===== config.mk =====
export PLATFORM = sky130hd
export DESIGN_NAME = strong_liar_count_flat
export DESIGN_NICKNAME = d
export VERILOG_FILES = /design/src/design/slc_pkg.sv /design/src/design/slc_ifs.sv /design/src/design/slc_div.sv /design/src/design/strong_liar_count.sv /design/src/flat_wrapper.sv
export VERILOG_INCLUDE_DIRS = /design/src /design/src/design
export SDC_FILE = /design/constraint.sdc
export NUM_CORES = 2
export LEC_CHECK = 0
export BUFFER_PORTS_ARGS = -buffer_cell sky130_fd_sc_hd__buf_2
export CORE_ASPECT_RATIO = 0.75
export CORE_MARGIN = 2
export CORE_UTILIZATION = 55
export CTS_BUF_LIST = sky130_fd_sc_hd__clkbuf_2
export CTS_CLUSTER_SIZE = 8
export DETAILED_ROUTE_END_ITERATION = 6
export PLACE_DENSITY = 0.71
export SLEW_MARGIN = 25
export SYNTH_ARGS = -nofsm -noshare
export SYNTH_HDL_FRONTEND = slang
export SYNTH_SLANG_ARGS = --single-unit

===== constraint.sdc =====
create_clock -name clk -period 17.5 [get_ports clk]
set_input_delay 0.875 -clock clk [delete_from_list [all_inputs] [get_ports clk]]
set_output_delay 0.875 -clock clk [all_outputs]
set_load 0.02 [all_outputs]

===== src/design/strong_liar_count_defines.svh =====
// assertion macros for the strong liar counter
// expects clk and rst_n in the scope of each use
`ifndef STRONG_LIAR_COUNT_DEFINES_SVH
`define STRONG_LIAR_COUNT_DEFINES_SVH

// same-cycle implication
`define SLC_ASSERT_IMP(lbl, ante, cons, msg) \
  lbl: assert property (@(posedge clk) disable iff (!rst_n) (ante) |-> (cons)) \
    else $error(msg);

// next-cycle implication
`define SLC_ASSERT_NXT(lbl, ante, cons, msg) \
  lbl: assert property (@(posedge clk) disable iff (!rst_n) (ante) |=> (cons)) \
    else $error(msg);

`endif


===== src/design/slc_pkg.sv =====
// shared types for the strong liar counter
// no dependencies
`default_nettype none

package slc_pkg;

  // divider status seen by the sequencer
  typedef struct packed {
    logic busy;
    logic done;
  } slc_div_stat_t;

endpackage

`default_nettype wire


===== src/design/slc_ifs.sv =====
// valid/ready channel interfaces for candidate and result transactions
// no dependencies
`default_nettype none

interface slc_in_if #(parameter int W = 24);
  logic         valid;
  logic         ready;
  logic [W-1:0] candidate;

  modport source (output valid, output candidate, input ready);
  modport sink   (input valid, input candidate, output ready);
endinterface

interface slc_out_if #(parameter int W = 24);
  logic         valid;
  logic         ready;
  logic [W-1:0] liar_count;
  logic         is_prime;
  logic         invalid;

  modport source (output valid, output liar_count, output is_prime, output invalid,
                  input ready);
  modport sink   (input valid, input liar_count, input is_prime, input invalid,
                  output ready);
endinterface

`default_nettype wire


===== src/design/slc_div.sv =====
// restoring divider, one quotient bit per cycle, shared by trial division and gcd
// depends on slc_pkg
`default_nettype none

module slc_div import slc_pkg::*; #(
  parameter int W = 24
) (
  input  logic          clk,
  input  logic          rst_n,
  input  logic          start,
  input  logic [W-1:0]  dividend,
  input  logic [W-1:0]  divisor,
  output slc_div_stat_t stat,
  output logic [W-1:0]  quo,
  output logic [W-1:0]  rem
);

  localparam int CNTW = $clog2(W + 1);

  logic [W-1:0]    quo_r;
  logic [W-1:0]    rem_r;
  logic [W-1:0]    dvs_r;
  logic [CNTW-1:0] cnt_r;
  logic            busy_r;
  logic            done_r;
  logic [W:0]      shifted;
  logic [W:0]      diff;

  assign shifted = {rem_r, quo_r[W-1]};
  assign diff    = shifted - {1'b0, dvs_r};

  always_ff @(posedge clk) begin
    if (!rst_n) begin
      busy_r <= 1'b0;
      done_r <= 1'b0;
      cnt_r  <= '0;
    end else begin
      done_r <= 1'b0;
      if (start) begin
        busy_r <= 1'b1;
        cnt_r  <= CNTW'(W);
        quo_r  <= dividend;
        rem_r  <= '0;
        dvs_r  <= divisor;
      end else if (busy_r) begin
        if (!diff[W]) begin
          rem_r <= diff[W-1:0];
          quo_r <= {quo_r[W-2:0], 1'b1};
        end else begin
          rem_r <= shifted[W-1:0];
          quo_r <= {quo_r[W-2:0], 1'b0};
        end
        cnt_r <= cnt_r - CNTW'(1);
        if (cnt_r == CNTW'(1)) begin
          busy_r <= 1'b0;
          done_r <= 1'b1;
        end
      end
    end
  end

  assign stat.busy = busy_r;
  assign stat.done = done_r;
  assign quo       = quo_r;
  assign rem       = rem_r;

endmodule

`default_nettype wire


===== src/design/strong_liar_count.sv =====
// channel    | dir | payload
// in_ch      | in  | candidate[NUM_BITS]
// out_ch     | out | liar_count[NUM_BITS], is_prime, invalid
//
// one candidate at a time; ready only while idle
// each trial division and each gcd step is one pass through the shared divider;
// even or small candidates skip the divider and go straight to the output register
// result sits in an output register; a stalled sink holds the sequencer
// synchronous active-low reset, no clearing pass
// top level: sequencer, multiplier and output register; depends on slc_pkg,
// slc_ifs, slc_div and strong_liar_count_defines.svh
`default_nettype none
`include "strong_liar_count_defines.svh"

module strong_liar_count import slc_pkg::*; #(
  parameter int NUM_BITS = 24
) (
  input  logic       clk,
  input  logic       rst_n,
  slc_in_if.sink     in_ch,
  slc_out_if.source  out_ch
);

  localparam int CW = $clog2(NUM_BITS + 1);
  localparam int DW = NUM_BITS + 2;

  typedef enum logic [3:0] {
    S_IDLE, S_USTRIP, S_CHECK, S_DIV, S_DIVWAIT, S_TZ, S_GCD, S_GCDWAIT,
    S_MUL, S_TAIL, S_FIN, S_TERM, S_FMUL, S_OUT
  } state_t;

  state_t              state_r;
  logic [NUM_BITS-1:0] rest_r, u_r, d_r, gprod_r, x_r, ga_r, gb_r, acc_r, res_r;
  logic [DW-1:0]       dsq_r;
  logic [CW-1:0]       w_r, v_r, cnt_r, e_r, k_r;
  logic                hit_r, tail_r, prm_r, inv_r;
  logic                div_start_r;
  logic [NUM_BITS-1:0] div_a_r, div_b_r;
  logic                out_valid_r, out_prm_r, out_inv_r;
  logic [NUM_BITS-1:0] out_cnt_r;

  slc_div_stat_t         div_stat;
  logic [NUM_BITS-1:0]   div_quo, div_rem;
  logic [NUM_BITS-1:0]   cand, mul_a;
  logic [2*NUM_BITS-1:0] prod;

  slc_div #(.W(NUM_BITS)) u_div (
    .clk      (clk),
    .rst_n    (rst_n),
    .start    (div_start_r),
    .dividend (div_a_r),
    .divisor  (div_b_r),
    .stat     (div_stat),
    .quo      (div_quo),
    .rem      (div_rem)
  );

  assign cand  = in_ch.candidate;
  // one multiplier: gcd product update, then the final scale
  assign mul_a = (state_r == S_FMUL) ? acc_r + NUM_BITS'(1) : ga_r;
  assign prod  = mul_a * gprod_r;

  always_ff @(posedge clk) begin
    if (!rst_n) begin
      state_r     <= S_IDLE;
      div_start_r <= 1'b0;
      out_valid_r <= 1'b0;
    end else begin
      div_start_r <= 1'b0;
      if (out_valid_r && out_ch.ready && state_r != S_OUT) out_valid_r <= 1'b0;
      case (state_r)
        S_IDLE: begin
          if (in_ch.valid) begin
            if (cand < NUM_BITS'(3) || !cand[0]) begin
              res_r   <= '0;
              prm_r   <= 1'b0;
              inv_r   <= 1'b1;
              state_r <= S_OUT;
            end else begin
              u_r     <= cand - NUM_BITS'(1);
              rest_r  <= cand;
              d_r     <= NUM_BITS'(3);
              dsq_r   <= DW'(9);
              w_r     <= '0;
              v_r     <= CW'(NUM_BITS);
              cnt_r   <= '0;
              gprod_r <= NUM_BITS'(1);
              hit_r   <= 1'b0;
              tail_r  <= 1'b0;
              prm_r   <= 1'b0;
              inv_r   <= 1'b0;
              state_r <= S_USTRIP;
            end
          end
        end
        S_USTRIP: begin
          if (!u_r[0]) u_r <= u_r >> 1;
          else state_r <= S_CHECK;
        end
        S_CHECK: begin
          if (dsq_r <= {2'b00, rest_r}) state_r <= S_DIV;
          else state_r <= S_TAIL;
        end
        S_DIV: begin
          div_start_r <= 1'b1;
          div_a_r     <= rest_r;
          div_b_r     <= d_r;
          state_r     <= S_DIVWAIT;
        end
        S_DIVWAIT: begin
          if (div_stat.done) begin
            if (div_rem == '0) begin
              rest_r <= div_quo;
              cnt_r  <= cnt_r + CW'(1);
              if (!hit_r) begin
                // first hit on this divisor: fold it in as a new prime
                hit_r   <= 1'b1;
                x_r     <= d_r - NUM_BITS'(1);
                e_r     <= '0;
                state_r <= S_TZ;
              end else begin
                state_r <= S_DIV;
              end
            end else begin
              hit_r   <= 1'b0;
              d_r     <= d_r + NUM_BITS'(2);
              dsq_r   <= dsq_r + {d_r, 2'b00} + DW'(4);
              state_r <= S_CHECK;
            end
          end
        end
        S_TZ: begin
          if (!x_r[0]) begin
            x_r <= x_r >> 1;
            e_r <= e_r + CW'(1);
          end else begin
            if (e_r < v_r) v_r <= e_r;
            w_r     <= w_r + CW'(1);
            ga_r    <= u_r;
            gb_r    <= tail_r ? rest_r - NUM_BITS'(1) : d_r - NUM_BITS'(1);
            state_r <= S_GCD;
          end
        end
        S_GCD: begin
          if (gb_r == '0) begin
            state_r <= S_MUL;
          end else begin
            div_start_r <= 1'b1;
            div_a_r     <= ga_r;
            div_b_r     <= gb_r;
            state_r     <= S_GCDWAIT;
          end
        end
        S_GCDWAIT: begin
          if (div_stat.done) begin
            ga_r    <= gb_r;
            gb_r    <= div_rem;
            state_r <= S_GCD;
          end
        end
        S_MUL: begin
          gprod_r <= prod[NUM_BITS-1:0];
          state_r <= tail_r ? S_FIN : S_DIV;
        end
        S_TAIL: begin
          // leftover cofactor above one is the last prime
          if (rest_r > NUM_BITS'(1)) begin
            cnt_r   <= cnt_r + CW'(1);
            tail_r  <= 1'b1;
            x_r     <= rest_r - NUM_BITS'(1);
            e_r     <= '0;
            state_r <= S_TZ;
          end else begin
            state_r <= S_FIN;
          end
        end
        S_FIN: begin
          if (cnt_r == CW'(1)) begin
            res_r   <= '0;
            prm_r   <= 1'b1;
            state_r <= S_OUT;
          end else begin
            acc_r   <= '0;
            k_r     <= v_r;
            state_r <= S_TERM;
          end
        end
        S_TERM: begin
          // geometric sum of 2^(k*w) for k below v
          if (k_r == '0) begin
            state_r <= S_FMUL;
          end else begin
            acc_r <= (acc_r << w_r) | NUM_BITS'(1);
            k_r   <= k_r - CW'(1);
          end
        end
        S_FMUL: begin
          res_r   <= prod[NUM_BITS-1:0];
          state_r <= S_OUT;
        end
        S_OUT: begin
          if (!out_valid_r || out_ch.ready) begin
            out_valid_r <= 1'b1;
            out_cnt_r   <= res_r;
            out_prm_r   <= prm_r;
            out_inv_r   <= inv_r;
            state_r     <= S_IDLE;
          end
        end
        default: state_r <= S_IDLE;
      endcase
    end
  end

  assign in_ch.ready       = (state_r == S_IDLE);
  assign out_ch.valid      = out_valid_r;
  assign out_ch.liar_count = out_cnt_r;
  assign out_ch.is_prime   = out_prm_r;
  assign out_ch.invalid    = out_inv_r;

  `SLC_ASSERT_IMP(a_prime_zero, out_valid_r && out_prm_r,
                  out_cnt_r == '0 && !out_inv_r, "prime result with count or invalid flag")
  `SLC_ASSERT_IMP(a_inv_zero, out_valid_r && out_inv_r,
                  out_cnt_r == '0 && !out_prm_r, "invalid result with count or prime flag")
  `SLC_ASSERT_IMP(a_div_owner, div_stat.busy,
                  state_r == S_DIVWAIT || state_r == S_GCDWAIT, "divider busy outside a wait state")
  `SLC_ASSERT_NXT(a_busy_after_take, in_ch.valid && in_ch.ready,
                  !in_ch.ready, "ready right after a transaction")

endmodule

`default_nettype wire


===== src/flat_wrapper.sv =====
// flat-port wrapper written by rule: the top's interface ports become plain ports
module strong_liar_count_flat import slc_pkg::*;
#(
  parameter int NUM_BITS = 24
)
  (clk, rst_n, in_ch_valid, in_ch_candidate, in_ch_ready, out_ch_valid, out_ch_liar_count, out_ch_is_prime, out_ch_invalid, out_ch_ready);
  slc_in_if #(.W((24))) in_ch_i ();
  slc_out_if #(.W((24))) out_ch_i ();
  input  logic clk;
  input  logic rst_n;
  input wire logic [$bits(in_ch_i.valid)-1:0] in_ch_valid;
  input wire logic [$bits(in_ch_i.candidate)-1:0] in_ch_candidate;
  output wire logic [$bits(in_ch_i.ready)-1:0] in_ch_ready;
  output wire logic [$bits(out_ch_i.valid)-1:0] out_ch_valid;
  output wire logic [$bits(out_ch_i.liar_count)-1:0] out_ch_liar_count;
  output wire logic [$bits(out_ch_i.is_prime)-1:0] out_ch_is_prime;
  output wire logic [$bits(out_ch_i.invalid)-1:0] out_ch_invalid;
  input wire logic [$bits(out_ch_i.ready)-1:0] out_ch_ready;
  assign in_ch_i.valid = in_ch_valid;
  assign in_ch_i.candidate = in_ch_candidate;
  assign in_ch_ready = in_ch_i.ready;
  assign out_ch_valid = out_ch_i.valid;
  assign out_ch_liar_count = out_ch_i.liar_count;
  assign out_ch_is_prime = out_ch_i.is_prime;
  assign out_ch_invalid = out_ch_i.invalid;
  assign out_ch_i.ready = out_ch_ready;
  strong_liar_count #(.NUM_BITS(NUM_BITS)) u_core (.clk(clk), .rst_n(rst_n), .in_ch(in_ch_i), .out_ch(out_ch_i));
endmodule

==> results_dict.tcl <==
set metrics [dict create \
    avgSynthCellArea_um2 10.0 \
    synth_area_mm2 0.0324 \
    skew_ns 0.123 \
    synth_seq_cells 426 \
    syn_inst 3236 \
    syn-num-nets 3669 \
    post-cts-setup-buffer-count 0 \
    syn_to_final_growth_pct 7.69 \
    min_path_cells 3 \
    hold_violations 0 \
    critPathLaunch "u_core.state_r[2]$_SDFFE_PN0P_" \
    grt_overflow 0 \
    maxCapViolations 0 \
    clock_latency_ns 1.18 \
    arrival_ns 9.77 \
    grt_pass1_wl_mm 145 \
    root_buffer "clkbuf_2" \
    drv_slew 0 \
    design.die.area_mm2 0.0608 \
    viasPerCell 5.98 \
    cp_data_required_time_ns 18.34 \
    clk_pin_slew_worst_paths_ns 0.11 \
    drt-initial-drc-count 3289 \
    cts_sinks 426 \
    layout-drive-gt1-share 0.116 \
    critPathLaunchType "flop" \
    dr.pass1.iters 6 \
    die_y_um 214 \
    synth_common_cells "edfxtp_1 (413), nand2_1 (411), inv_1 (385)" \
    r2r_start "u_core.state_r[2]$_SDFFE_PN0P_" \
    relSlewSlack 0.200 \
    yosysTopAreaCell "edfxtp_1" \
    r2r_end "u_core.gprod_r[23]$_SDFFCE_PN0P_" \
    grt_usage 0.308 \
    core_mm2 0.0578 \
    vias 25100 \
    cts_tree "yes" \
    rsz0062_at_grt "no" \
    globalplace.congestion 0.965 \
    fin_crit_ns 8.93 \
    start_util 0.560 \
    fin_crit_sh 0.510 \
    synth.area.top_cells "edfxtp_1 (38%), fa_1 (13%), ha_1 (7.3%), nand2_1 (4.8%), inv_1 (4.5%)" \
    numCtsBuffers 109 \
    r2r_cells 26 \
    h-tree-depth 3 \
    cts_buffer_depth 3 \
    portBuffers 55 \
    wl_mm 93.3 \
    antenna_found_initial 4 \
    tightest_slew_ns 1.19 \
    grt_max_degree 74 \
    synth_edf_count 413 \
    die_x_um 284 \
    r2r_slack_ns 8.57 \
    hp-class "primary input to flop" \
    wl_per_cell_um 22.2 \
    synthArstFlopShare 0 \
    ys.flop_type "edfxtp_1" \
    cp-end-kind "flop" \
    drc_errors 0 \
    hold_start "in_ch_candidate[23]" \
    yosysMostFrequentCell "edfxtp_1" \
    synth_top_area_frac 0.383 \
    ys_warn_count 0 \
    synth.distinct_cells 70 \
    fillers 4990 \
    crit_type "flop to flop" \
    yosysSeqAreaShare 0.391 \
    drtAntennaViolNets 0 \
    nNetsFinal 3761 \
    io-pin-count 56 \
    hold_slack_ns 0.0920 \
    hpwl_mm 69.3 \
    setup_violations 0 \
    fmax_ghz 0.112 \
    critical_path.max_fanout 64 \
    rows 76 \
    tns_ns 0 \
    whs_endpoint "u_core.u_r[23]$_DFFE_PP_" \
    status "finished clean" \
    first_global_vias 24700 \
]
layer usage:
metal	wire length, um	vias up	GRT usage
li1	-	11200	-
met1	40500	12300	0.467
met2	38300	1426	0.427
met3	12200	157	0.0890
met4	2330	0	0.0877
met5	0	-	0
cell usage in the layout (no fill, tap or decap), drive strengths merged, types with 7 or more instances in the layout:
| master | n |
|---|---|
| inv | 386 |
| a21oi | 134 |
| buf | 100 |
| nor2 | 246 |
| a31oi | 20 |
| nor3 | 47 |
| xnor2 | 108 |
| o21a | 18 |
| dfxtp | 13 |
| a21o | 32 |
| ha | 190 |
| xor2 | 70 |
| and2 | 157 |
| nand3 | 65 |
| a22oi | 22 |
| or3 | 21 |
| nor2b | 25 |
| fa | 215 |
| nand2b | 17 |
| nor4 | 37 |
| or2 | 7 |
| mux2i | 34 |
| nand2 | 411 |
| clkinv | 34 |
| o21ai | 181 |
| a211oi | 29 |
| nand4 | 17 |
| and3 | 22 |
| dlygate4sd3 | 16 |
| mux2 | 77 |
| edfxtp | 413 |
| clkbuf | 165 |
how the worst max path moves through the flow:
stage / to
global placement: u_core.gprod_r[23]$_SDFFCE_PN0P_
detailed placement: u_core.gprod_r[23]$_SDFFCE_PN0P_
global route: u_core.gprod_r[23]$_SDFFCE_PN0P_
floorplan: u_core.res_r[23]$_SDFFCE_PN0P_
finish: u_core.gprod_r[23]$_SDFFCE_PN0P_
CTS: u_core.gprod_r[23]$_SDFFCE_PN0P_
critical path: stages (launching register included):
cell and delay [ns]:
dfxtp_1 0.80, nor4bb_4 0.39, buf_4 0.52, nor2_1 0.08
a21oi_1 0.83, and2_1 0.29, fa_1 0.40, inv_1 0.08
fa_1 0.44, fa_1 0.58, fa_1 0.45, fa_1 0.54
inv_1 0.05, fa_1 0.49, inv_1 0.06, fa_1 0.50
inv_1 0.05, ha_1 0.37, a21o_1 0.24, nor3_1 0.15
o211ai_1 0.10, a31oi_1 0.28, nor2b_1 0.09, o21ai_0 0.36
a21oi_1 0.17, xnor2_1 0.22, nor2_1 0.06
stage by stage:
step / setup slack (ns) / instance area [um2] / utilization / cells
after floorplan: 9.48 / 32400 / - / 3236
after global placement: 9.01 / 33500 / 0.580 / 3980
after detailed placement: 8.80 / 33600 / 0.580 / 3980
after CTS: 8.64 / 34800 / 0.602 / 4199
after global routing: 8.13 / 34900 / 0.603 / 4202
final: 8.57 / 34900 / 0.603 / 4202
timing repair:
| action | CTS | global route |
|---|---|---|
| hold endpoints to repair | 17 | 0 |
| gates resized for setup | 0 | 0 |
| hold buffers | 16 | 0 |
state kept, by name, indices dropped and copies added, names as in the netlist, 23 cells and up:
| register | count |
|---|---|
| u_core.rest_r | 24 |
| u_core.u_r | 24 |
| u_core.d_r | 23 |
| u_core.out_ch.liar_count | 24 |
| u_core.res_r | 24 |
| u_core.div_b_r | 24 |
| u_core.u_div.rem | 24 |
| u_core.ga_r | 24 |
| u_core.gb_r | 24 |
| u_core.dsq_r | 23 |
| u_core.x_r | 24 |
| u_core.u_div.quo | 24 |
| u_core.u_div.dvs_r | 24 |
| u_core.gprod_r | 24 |
| u_core.acc_r | 24 |
| u_core.div_a_r | 24 |
kinds of logic after synthesis:
group | Yosys count | synth area share
xor+xnor | 183 | 0.0516
simple gates | 1100 | 0.160
flops | 426 | 0.391
buf+inv | 522 | 0.0606
mux | 117 | 0.0417
fa+ha+maj | 405 | 0.206
compound gates | 483 | 0.0884
cell type report:
class | instances | area, um2 | share of cell area
antenna | 2 | 5.00 | 0.000144
sequential | 426 | 12700 | 0.363
tap | 780 | 976 | 0.0280
clock inverter | 38 | 293 | 0.00840
clock buffer | 165 | 826 | 0.0237
timing repair buffer | 116 | 777 | 0.0223
multi-input combinational | 2288 | 17900 | 0.513
inverter | 387 | 1450 | 0.0417
Power is not shown: default switching activity piles up to over one toggle a cycle in this logic, so the estimate is an artifact.
